[src/hdl/sas_pkg.sv]
// Shared types, constants and helper functions of the sprite animation sequencer.
// Used by sas_cfg, sas_engine and the top level; depends on nothing else.
package sas_pkg;

  // Default sizes for the top-level and engine parameters
  localparam int unsigned NUM_SEQUENCES_DEF = 16;
  localparam int unsigned SEQ_SLOTS_DEF     = 16;
  localparam int unsigned MAX_FRAMES_DEF    = 64;

  // Command codes carried in the request tuser
  localparam logic [1:0] CMD_TICK     = 2'd0;
  localparam logic [1:0] CMD_WR_ENTRY = 2'd1;
  localparam logic [1:0] CMD_WR_LINK  = 2'd2;

  // Animation modes
  localparam logic [1:0] MODE_SINGLE = 2'd0;
  localparam logic [1:0] MODE_CYCLE  = 2'd1;
  localparam logic [1:0] MODE_SEQ    = 2'd2;

  // Configuration register indexes
  localparam logic [1:0] REG_ANIM_MODE    = 2'd0;
  localparam logic [1:0] REG_ONE_SHOT     = 2'd1;
  localparam logic [1:0] REG_FRAME_PERIOD = 2'd2;
  localparam logic [1:0] REG_FRAME_COUNT  = 2'd3;

  localparam int unsigned CFG_DATA_W = 16;

  typedef struct packed {
    logic [1:0]  anim_mode;
    logic        one_shot;
    logic [15:0] frame_period;
    logic [6:0]  frame_count;
  } sas_cfg_t;

  typedef struct packed {
    logic [1:0] command;
    logic [3:0] anim_select;
    logic [3:0] slot;
    logic [5:0] frame_value;
    logic       end_mark;
    logic [3:0] next_anim;
    logic       next_valid;
  } sas_item_t;

  typedef struct packed {
    logic busy;    // a request is still being worked on
    logic result;  // state now holds the answer to the last request
  } sas_status_t;

  // Table of v mod n for every 4-bit v, 8 bits per entry; elaboration only
  function automatic logic [127:0] wrap_table(int unsigned n);
    logic [127:0] t;
    int unsigned  r;
    t = '0;
    for (int unsigned i = 0; i < 16; i++) begin
      r = i;
      while (r >= n) begin
        r = r - n;
      end
      t[i*8 +: 8] = 8'(r);
    end
    return t;
  endfunction

endpackage

[src/hdl/sas_ram.sv]
// Generic single-write, single-read RAM with registered read data.
// No dependencies.
module sas_ram #(
  parameter int unsigned WIDTH = 8,
  parameter int unsigned DEPTH = 16,
  localparam int unsigned AW = (DEPTH > 1) ? $clog2(DEPTH) : 1
) (
  input  logic             clk_i,
  input  logic             we_i,
  input  logic [AW-1:0]    waddr_i,
  input  logic [WIDTH-1:0] wdata_i,
  input  logic [AW-1:0]    raddr_i,
  output logic [WIDTH-1:0] rdata_o
);

  logic [WIDTH-1:0] mem_q [DEPTH];
  logic [WIDTH-1:0] rdata_q;

  // write port and registered read port; read-during-write returns old data
  always_ff @(posedge clk_i) begin
    if (we_i) begin
      mem_q[waddr_i] <= wdata_i;
    end
    rdata_q <= mem_q[raddr_i];
  end

  assign rdata_o = rdata_q;

endmodule

[src/hdl/sas_cfg.sv]
// Configuration register file of the sprite animation sequencer.
// Depends on sas_pkg for register indexes and the configuration struct.
module sas_cfg (
  input  logic                            clk_i,
  input  logic                            rst_ni,
  input  logic                            cfg_valid_i,
  input  logic [1:0]                      cfg_index_i,
  input  logic [sas_pkg::CFG_DATA_W-1:0]  cfg_data_i,
  output sas_pkg::sas_cfg_t               cfg_o
);

  sas_pkg::sas_cfg_t cfg_q, cfg_d;

  // decode the register write
  always_comb begin
    cfg_d = cfg_q;
    if (cfg_valid_i) begin
      case (cfg_index_i)
        sas_pkg::REG_ANIM_MODE:    cfg_d.anim_mode    = cfg_data_i[1:0];
        sas_pkg::REG_ONE_SHOT:     cfg_d.one_shot     = cfg_data_i[0];
        sas_pkg::REG_FRAME_PERIOD: cfg_d.frame_period = cfg_data_i[15:0];
        sas_pkg::REG_FRAME_COUNT:  cfg_d.frame_count  = cfg_data_i[6:0];
        default:                   cfg_d = cfg_q;
      endcase
    end
  end

  always_ff @(posedge clk_i or negedge rst_ni) begin
    if (!rst_ni) begin
      cfg_q.anim_mode    <= sas_pkg::MODE_SINGLE;
      cfg_q.one_shot     <= 1'b0;
      cfg_q.frame_period <= 16'd0;
      cfg_q.frame_count  <= 7'd1;
    end else begin
      cfg_q <= cfg_d;
    end
  end

  assign cfg_o = cfg_q;

endmodule

[src/hdl/sas_engine.sv]
// Animation engine: prescaler, frame state and the sequence/link memories.
// Depends on sas_pkg and sas_ram.
module sas_engine #(
  parameter int unsigned NUM_SEQUENCES = sas_pkg::NUM_SEQUENCES_DEF,
  parameter int unsigned SEQ_SLOTS     = sas_pkg::SEQ_SLOTS_DEF,
  parameter int unsigned MAX_FRAMES    = sas_pkg::MAX_FRAMES_DEF
) (
  input  logic                 clk_i,
  input  logic                 rst_ni,
  input  sas_pkg::sas_cfg_t    cfg_i,
  input  logic                 start_i,
  input  sas_pkg::sas_item_t   item_i,
  output sas_pkg::sas_status_t status_o,
  output logic [5:0]           frame_o,
  output logic [3:0]           animation_o,
  output logic [3:0]           position_o,
  output logic                 done_o
);

  localparam int unsigned SEL_W  = (NUM_SEQUENCES > 1) ? $clog2(NUM_SEQUENCES) : 1;
  localparam int unsigned POS_W  = $clog2(SEQ_SLOTS);
  localparam int unsigned SEQ_D  = NUM_SEQUENCES * SEQ_SLOTS;
  localparam int unsigned SEQ_AW = $clog2(SEQ_D);
  localparam int unsigned FLIM   = (MAX_FRAMES < 64) ? MAX_FRAMES : 64;
  localparam logic [6:0]  FrameLim = 7'(FLIM);
  localparam logic [POS_W-1:0] PosLast = POS_W'(SEQ_SLOTS - 1);
  localparam logic [127:0] SelTab  = sas_pkg::wrap_table(NUM_SEQUENCES);
  localparam logic [127:0] SlotTab = sas_pkg::wrap_table(SEQ_SLOTS);

  typedef enum logic [2:0] {
    ST_IDLE  = 3'b001,
    ST_ADV   = 3'b010,  // entry at the next position is on the read port
    ST_FETCH = 3'b100   // entry chosen after an end mark is on the read port
  } state_e;

  state_e            state_q, state_d;
  logic [15:0]       tick_q, tick_d;
  logic [5:0]        frame_q, frame_d;
  logic [3:0]        anim_q, anim_d;
  logic [POS_W-1:0]  pos_q, pos_d;
  logic              done_q, done_d;

  logic              seq_we, link_we;
  logic [SEQ_AW-1:0] seq_waddr, seq_raddr;
  logic [6:0]        seq_wdata, seq_rdata;
  logic [SEL_W-1:0]  link_waddr, link_raddr;
  logic [4:0]        link_wdata, link_rdata;

  logic [16:0]       tick_inc;
  logic              fire;
  logic [POS_W-1:0]  pos_inc;
  logic [6:0]        frame_inc;
  logic [SEL_W-1:0]  anim_sel;
  logic [3:0]        new_anim;
  logic              result;

  // sequence number and slot wrap through small constant tables
  function automatic logic [SEL_W-1:0] sel_of(logic [3:0] v);
    return SelTab[{v, 3'b000} +: SEL_W];
  endfunction

  function automatic logic [POS_W-1:0] slot_of(logic [3:0] v);
    return SlotTab[{v, 3'b000} +: POS_W];
  endfunction

  function automatic logic [SEQ_AW-1:0] seq_addr(logic [SEL_W-1:0] s, logic [POS_W-1:0] p);
    return SEQ_AW'(s) * SEQ_AW'(SEQ_SLOTS) + SEQ_AW'(p);
  endfunction

  // memories
  sas_ram #(
    .WIDTH (7),
    .DEPTH (SEQ_D)
  ) u_seq_ram (
    .clk_i   (clk_i),
    .we_i    (seq_we),
    .waddr_i (seq_waddr),
    .wdata_i (seq_wdata),
    .raddr_i (seq_raddr),
    .rdata_o (seq_rdata)
  );

  sas_ram #(
    .WIDTH (5),
    .DEPTH (NUM_SEQUENCES)
  ) u_link_ram (
    .clk_i   (clk_i),
    .we_i    (link_we),
    .waddr_i (link_waddr),
    .wdata_i (link_wdata),
    .raddr_i (link_raddr),
    .rdata_o (link_rdata)
  );

  // prescaler and step arithmetic
  assign tick_inc  = {1'b0, tick_q} + 17'd1;
  assign fire      = (tick_inc >= {1'b0, cfg_i.frame_period});
  assign pos_inc   = (pos_q == PosLast) ? '0 : pos_q + POS_W'(1);
  assign frame_inc = {1'b0, frame_q} + 7'd1;
  assign anim_sel  = sel_of(anim_q);
  assign new_anim  = link_rdata[4] ? link_rdata[3:0] : anim_q;

  // write ports follow the request directly
  assign seq_waddr  = seq_addr(sel_of(item_i.anim_select), slot_of(item_i.slot));
  assign seq_wdata  = {item_i.end_mark, item_i.frame_value};
  assign link_waddr = sel_of(item_i.anim_select);
  assign link_wdata = {item_i.next_valid, item_i.next_anim};
  assign link_raddr = anim_sel;

  // sequencer: run requests and table writes, read entry, resolve end mark, write back state
  always_comb begin
    state_d   = state_q;
    tick_d    = tick_q;
    frame_d   = frame_q;
    anim_d    = anim_q;
    pos_d     = pos_q;
    done_d    = done_q;
    seq_we    = 1'b0;
    link_we   = 1'b0;
    seq_raddr = seq_addr(anim_sel, pos_inc);
    result    = 1'b0;
    case (state_q)
      ST_IDLE: begin
        if (start_i) begin
          result = 1'b1;
          case (item_i.command)
            sas_pkg::CMD_TICK: begin
              case (cfg_i.anim_mode)
                sas_pkg::MODE_SINGLE: frame_d = 6'd0;
                sas_pkg::MODE_CYCLE: begin
                  tick_d = fire ? 16'd0 : tick_inc[15:0];
                  if (fire) begin
                    frame_d = (frame_inc >= cfg_i.frame_count || frame_inc >= FrameLim)
                              ? 6'd0 : frame_inc[5:0];
                  end
                end
                sas_pkg::MODE_SEQ: begin
                  tick_d = fire ? 16'd0 : tick_inc[15:0];
                  if (fire) begin
                    result  = 1'b0;
                    state_d = ST_ADV;
                  end
                end
                default: tick_d = tick_q;
              endcase
            end
            sas_pkg::CMD_WR_ENTRY: seq_we  = 1'b1;
            sas_pkg::CMD_WR_LINK:  link_we = 1'b1;
            default:               result  = 1'b1;
          endcase
        end
      end
      ST_ADV: begin
        if (!seq_rdata[6]) begin
          pos_d   = pos_inc;
          frame_d = seq_rdata[5:0];
          result  = 1'b1;
          state_d = ST_IDLE;
        end else if (cfg_i.one_shot) begin
          // hold at the last entry before the end mark
          done_d    = 1'b1;
          seq_raddr = seq_addr(anim_sel, pos_q);
          state_d   = ST_FETCH;
        end else begin
          anim_d    = new_anim;
          pos_d     = '0;
          seq_raddr = seq_addr(sel_of(new_anim), '0);
          state_d   = ST_FETCH;
        end
      end
      ST_FETCH: begin
        frame_d = seq_rdata[5:0];
        result  = 1'b1;
        state_d = ST_IDLE;
      end
      default: state_d = ST_IDLE;
    endcase
  end

  always_ff @(posedge clk_i or negedge rst_ni) begin
    if (!rst_ni) begin
      state_q <= ST_IDLE;
      tick_q  <= 16'd0;
      frame_q <= 6'd0;
      anim_q  <= 4'd0;
      pos_q   <= '0;
      done_q  <= 1'b0;
    end else begin
      state_q <= state_d;
      tick_q  <= tick_d;
      frame_q <= frame_d;
      anim_q  <= anim_d;
      pos_q   <= pos_d;
      done_q  <= done_d;
    end
  end

  assign status_o.busy   = (state_q != ST_IDLE);
  assign status_o.result = result;
  assign frame_o         = frame_q;
  assign animation_o     = anim_q;
  assign position_o      = 4'(pos_q);
  assign done_o          = done_q;

`ifndef SYNTH
  // a firing tick in sequence mode always goes to the memory read
  a_seq_fire: assert property (@(posedge clk_i) disable iff (!rst_ni)
    start_i && state_q == ST_IDLE && item_i.command == sas_pkg::CMD_TICK &&
    cfg_i.anim_mode == sas_pkg::MODE_SEQ && fire |=> state_q == ST_ADV)
    else $error("sequence advance did not start a table read");

  // the advance state never repeats back to back
  a_adv_once: assert property (@(posedge clk_i) disable iff (!rst_ni)
    state_q == ST_ADV |=> state_q != ST_ADV)
    else $error("advance state repeated");

  // done stays set once raised
  a_done_sticky: assert property (@(posedge clk_i) disable iff (!rst_ni)
    done_q |=> done_q)
    else $error("done flag cleared");

  // position never leaves the slot range
  a_pos_range: assert property (@(posedge clk_i) disable iff (!rst_ni)
    pos_q <= PosLast)
    else $error("position out of range");
`endif

endmodule

[src/hdl/sprite_animation_sequencer.sv]
// Top level of the sprite animation sequencer: stream ports, result register.
// Depends on sas_pkg, sas_cfg, sas_engine (and sas_ram through it).

// Each request (tick, table entry write or link write) produces exactly one
// result holding frame, sequence, position and done flag after the request.
// Writes, ticks outside sequence mode and ticks that do not reach the frame
// period run back to back. A frame advance in sequence mode passes through
// ST_ADV, and also ST_FETCH when the next entry carries an end mark, as the
// single read port of the sequence memory runs its dependent reads (next entry,
// then the entry after the end decision) in turn. Sequence entries and links
// are undefined until written and need no clearing after reset. The result is
// shown straight from the state registers, so a result waiting on the master
// side holds up the next request until it is taken. Configuration must be
// written only while no request is in flight; the block does not enforce it.
module sprite_animation_sequencer #(
  parameter int unsigned NUM_SEQUENCES = sas_pkg::NUM_SEQUENCES_DEF,
  parameter int unsigned SEQ_SLOTS     = sas_pkg::SEQ_SLOTS_DEF,
  parameter int unsigned MAX_FRAMES    = sas_pkg::MAX_FRAMES_DEF
) (
  input  logic                           clk_i,
  input  logic                           rst_ni,
  // request stream
  input  logic                           s_axis_tvalid,
  output logic                           s_axis_tready,
  // [3:0] anim_select, [7:4] slot, [13:8] frame_value, [14] end_mark,
  // [18:15] next_anim, [19] next_valid, [23:20] zero
  input  logic [23:0]                    s_axis_tdata,
  // [1:0] command
  input  logic [1:0]                     s_axis_tuser,
  // result stream
  output logic                           m_axis_tvalid,
  input  logic                           m_axis_tready,
  // [5:0] frame_out, [9:6] animation_out, [13:10] position_out,
  // [14] done_out, [15] zero
  output logic [15:0]                    m_axis_tdata,
  // configuration writes
  input  logic                           cfg_valid_i,
  output logic                           cfg_ready_o,
  input  logic [1:0]                     cfg_index_i,
  input  logic [sas_pkg::CFG_DATA_W-1:0] cfg_data_i
);

  sas_pkg::sas_cfg_t    cfg;
  sas_pkg::sas_item_t   item;
  sas_pkg::sas_status_t status;
  logic                 start;
  logic                 m_valid_q, m_valid_d;
  logic [5:0]           frame;
  logic [3:0]           animation;
  logic [3:0]           position;
  logic                 done;

  assign cfg_ready_o = 1'b1;

  sas_cfg u_cfg (
    .clk_i       (clk_i),
    .rst_ni      (rst_ni),
    .cfg_valid_i (cfg_valid_i),
    .cfg_index_i (cfg_index_i),
    .cfg_data_i  (cfg_data_i),
    .cfg_o       (cfg)
  );

  // unpack the request
  assign item.command     = s_axis_tuser;
  assign item.anim_select = s_axis_tdata[3:0];
  assign item.slot        = s_axis_tdata[7:4];
  assign item.frame_value = s_axis_tdata[13:8];
  assign item.end_mark    = s_axis_tdata[14];
  assign item.next_anim   = s_axis_tdata[18:15];
  assign item.next_valid  = s_axis_tdata[19];

  // take a request when the engine is free and the result slot drains
  assign s_axis_tready = !status.busy && (!m_valid_q || m_axis_tready);
  assign start         = s_axis_tvalid && s_axis_tready;

  sas_engine #(
    .NUM_SEQUENCES (NUM_SEQUENCES),
    .SEQ_SLOTS     (SEQ_SLOTS),
    .MAX_FRAMES    (MAX_FRAMES)
  ) u_engine (
    .clk_i       (clk_i),
    .rst_ni      (rst_ni),
    .cfg_i       (cfg),
    .start_i     (start),
    .item_i      (item),
    .status_o    (status),
    .frame_o     (frame),
    .animation_o (animation),
    .position_o  (position),
    .done_o      (done)
  );

  // result valid; state registers hold still until the next request
  always_comb begin
    m_valid_d = m_valid_q;
    if (m_axis_tready) begin
      m_valid_d = 1'b0;
    end
    if (status.result) begin
      m_valid_d = 1'b1;
    end
  end

  always_ff @(posedge clk_i or negedge rst_ni) begin
    if (!rst_ni) begin
      m_valid_q <= 1'b0;
    end else begin
      m_valid_q <= m_valid_d;
    end
  end

  assign m_axis_tvalid = m_valid_q;
  assign m_axis_tdata  = {1'b0, done, position, animation, frame};

`ifndef SYNTH
  // a new result never overwrites one that has not been taken
  a_no_overwrite: assert property (@(posedge clk_i) disable iff (!rst_ni)
    status.result |-> !m_valid_q || m_axis_tready)
    else $error("result produced while previous result pending");
`endif

endmodule
[config.mk]
export PLATFORM = sky130hd
export DESIGN_NAME = sprite_animation_sequencer
export DESIGN_NICKNAME = d
export VERILOG_FILES = /design/src/hdl/sas_pkg.sv /design/src/hdl/sas_ram.sv /design/src/hdl/sas_cfg.sv /design/src/hdl/sas_engine.sv /design/src/hdl/sprite_animation_sequencer.sv
export SDC_FILE = /design/constraint.sdc
export NUM_CORES = 2
export LEC_CHECK = 0
export ABC_AREA = 0
export BUFFER_PORTS_ARGS = -buffer_cell sky130_fd_sc_hd__buf_2
export CAP_MARGIN = 20
export CORE_UTILIZATION = 25
export DETAILED_ROUTE_END_ITERATION = 6
export MAX_ROUTING_LAYER = met4
export SETUP_SLACK_MARGIN = 0.1
export SLEW_MARGIN = 20
export SYNTH_ARGS = -nofsm -noshare
export SYNTH_HDL_FRONTEND = slang
export SYNTH_SLANG_ARGS = --single-unit
[constraint.sdc]
create_clock -name clk_i -period 3.97 [get_ports clk_i]
set_clock_uncertainty 0.1 [all_clocks]
set_input_delay 0.397 -clock clk_i [delete_from_list [all_inputs] [get_ports clk_i]]
set_output_delay 0.397 -clock clk_i [all_outputs]
set_load 0.03 [all_outputs]
==> metrics <==
Max H-tree Level 4; data required time at the worst endpoint 4.60 ns; RSZ-0062 raised after global routing false; via count of the first global-routing pass 49100; length in cells of the worst reg-to-reg path 11; worst-case headroom to the max-slew limit 30.1%; detailed-routing iteration count for the pre-antenna-repair pass 6; Worst R2R Setup Slack around 0.17 ns; Top delay family on crit path compound AO/OA/AOI/OAI gates; Critical Path End u_engine.u_seq_ram.rdata_o[0]; antenna-violating nets left 0; placed instance count about 10000; most frequent standard cell in the layout excluding fill and tap cells edfxtp_1; vias per std cell around 4.8; total of buffers placed on input and output ports 61; minimum clock period 3.80 ns; largest net degree at the start of global routing around 130; number of clock sinks 1945; count of final max-slew check failures 0; average footprint of a synthesized cell approximately 13 sq um; type of the worst setup path reg -> reg; clk slew on worst S/H paths 0.06 ns; number of violations of the max-capacitance limit 0; clock root buffer clkbuf_16; aggregate global routing overflow 0; number of buffers on the longest clock path 3; final non-filler cell area 94700 sq um; global-route wire length before repair 324 mm; peak supply drop 0.481 mV; # setup viols final 0; outcome finished, final reports clean; FF-to-FF Start u_engine.position_o[1]; combined area of all synthesized cells 78700 sq um; kind of capture point of the worst setup path flop; P&R area growth vs syn 20.4%; most numerous cell on the critical path buf_4; number of ports placed on the die boundary 68; number of vias in the routed layout 51200; antenna violations before repair 14; number of failing hold endpoints at the final stage 0; site row count between 200 and 250; slowest cell on the critical path a2111o_1; GRT Util Overall 13.9%; power density of the placed cells 444 nW/um^2; highest-count cells in the layout ignoring fill and taps edfxtp_1, nand2_1, nand3_1; clock tree from TritonCTS built; terminus of the critical flop-to-flop path u_engine.u_seq_ram.rdata_o[0]; number of distinct library cells after synthesis 76; starting utilization of the core area 25.2%; number of synthesized flops with an enable pin about 1900; start point of the critical path u_engine.position_o[1]; area of the placeable core approximately 310000 sq um; fmax 0.263 GHz; cell area after placement 87600 sq um; net count of the mapped netlist about 6000; count of mapped cells out of synthesis 5911; die outline area 317000 sq um; TritonCTS Buffers 191; Final #Nets 6451; total length of routed wires 222 mm; detailed placement HPWL 141 mm; data arrival time at the worst-slack endpoint 4.44 ns; Slew @ Worst Pin ~1.0 ns; fraction of final layout cells sized beyond drive strength 1 15.4%; Clk Latency, worst-skew pair 0.84 ns; Most used DFF post-synth edfxtp_1; total of warnings raised by yosys 0; post-route core utilization a little under a third; violation count after the first detailed-routing iteration about 6000; die span in y 563 microns; x dimension of the die roughly 560 microns; wire length per cell 20.8 microns; FFs w/ async S/R, synth 3.14%; proportion of synthesized chip area in sequential cells between 70 and 80%; Seq cells post-synth 1945; path type of the worst min-delay path in -> reg; crit path launch type flop; static leakage 31.7 nW; sum of internal, switching and leakage power 0.0421 W; Layout Cells excl Fill 10700; cell-by-cell trace of the critical path ha_2 -> a21o_1 -> a211o_2 -> nand2_8 -> buf_4 -> nand2_1 -> buf_4 -> o21ai_0 -> o211ai_1 -> a2111o_1 -> nor4_1; biggest fanout along the worst timing path 8; routability-driven placement congestion ratio roughly 0.91; slowest stage delay, CP about 0.58 ns; DRC viols 0; number of gates on the worst path with buffers counted 11; Final Cycle Share 95.8%; Worst Path Buf+Inv 2
## kinds of logic (layout without fill, tap and decap cells)
| kind of cell | after synthesis | count (layout) | share of synthesized area [%] |
|---|---|---|---|
| other | 2 | 19 | 0.00955 |
| AOI/OAI and AO/OA | 671 | 671 | 5.78 |
| buffers and inverters | 405 | 1028 | 2.28 |
| xor gates and xnor gates | 18 | 18 | 0.200 |
| muxes | 221 | 221 | 3.28 |
| and+or+nand+nor | 2620 | 2620 | 14.3 |
| adders and majority gates | 29 | 29 | 0.461 |
| DFF | 1945 | 1945 | 73.7 |
## registers in the layout, indices dropped and copies added, names as in the netlist
name / count
m_axis_tvalid: 1
u_cfg.cfg_o: 26
u_engine.animation_o: 4
u_engine.done_o: 1
u_engine.frame_o: 6
u_engine.position_o: 4
u_engine.state_q: 3
u_engine.tick_q: 16
u_engine.u_link_ram.mem_q: 80
u_engine.u_link_ram.rdata_o: 5
u_engine.u_seq_ram.mem_q: 1792
u_engine.u_seq_ram.rdata_o: 7
## per-layer routing
layer	global-route usage, %	share of wire [%]	wire length [microns]
met1	18.9	43	95300
met2	21.2	45	101000
met4	3.91	2.7	6010
met3	2.69	9.2	20400
met5	-	0	0
## report_power, final
part           switching, W  leakage (nW)  internal, W
sequential        0.0000696          17.7       0.0226
clock               0.00787          3.08       0.0105
combinational      0.000754          10.9     0.000323
total               0.00869          31.7       0.0334
## cell type report
cell class              instances  area [sq um]
fillers                     30900        218000
flip-flops and latches       1945         58000
multi-input cells            3561         19100
repair buffers                637          5920
well taps                    4140          5180
clock buffers                 233          5070
clock inverters               121          1250
inverters                      37           146
diodes                         17          42.5
## metrics by stage
| step | setup slack [ns] | setup TNS (ns) | hold WS, ns |
|---|---|---|---|
| 2_1_floorplan | 0.435 | 0 | 0.00141 |
| 3_3_place_gp | -0.114 | -0.114 | 0.394 |
| 3_5_place_dp | -0.137 | -0.156 | 0.396 |
| 4_1_cts | 0.103 | 0 | 0.0167 |
| 5_1_grt | 0.0978 | 0 | 0.0537 |
| 6_report | 0.166 | 0 | 0.0389 |
## what timing repair did
action | CTS | global route
endpoints found under the hold margin | 200 | 0
hold buffers | 33 | 0
gates resized for setup | 9 | 41
buffers inserted | 3 | 11
pin swaps | 2 | 11
endpoints found under the setup margin | 6 | 23
cloned | 0 | 5
## cell usage after synthesis, types with 42 or more instances
cell | count | share of area (%)
buf_1 | 42 | 0.20
mux2i_1 | 162 | 2.1
a31oi_1 | 105 | 0.84
dfrtp_1 | 59 | 1.9
nor2_1 | 317 | 1.5
nor3_1 | 94 | 0.60
buf_2 | 151 | 0.96
a32oi_1 | 60 | 0.67
clkbuf_1 | 153 | 0.73
nand2_1 | 1466 | 7.0
and3_1 | 77 | 0.61
a21oi_1 | 219 | 1.4
edfxtp_1 | 1872 | 71
nand3_1 | 537 | 3.4
## worst min-delay path by stage
stage                          startpoint                                to  slack, ns  cells after the start
after floorplan                    rst_ni                     m_axis_tvalid      0.001                      0
after global placement     u_cfg.cfg_o[4]                    u_cfg.cfg_o[4]       0.39                      1
after detailed placement  u_cfg.cfg_o[16]                   u_cfg.cfg_o[16]       0.40                      1
after CTS                 s_axis_tdata[8]  u_engine.u_seq_ram.mem_q[106][0]       0.02                      1
after global routing      s_axis_tdata[8]  u_engine.u_seq_ram.mem_q[119][0]       0.05                      1
final                     s_axis_tdata[8]  u_engine.u_seq_ram.mem_q[119][0]       0.04                      1
Power figures use the tool's default switching activity.
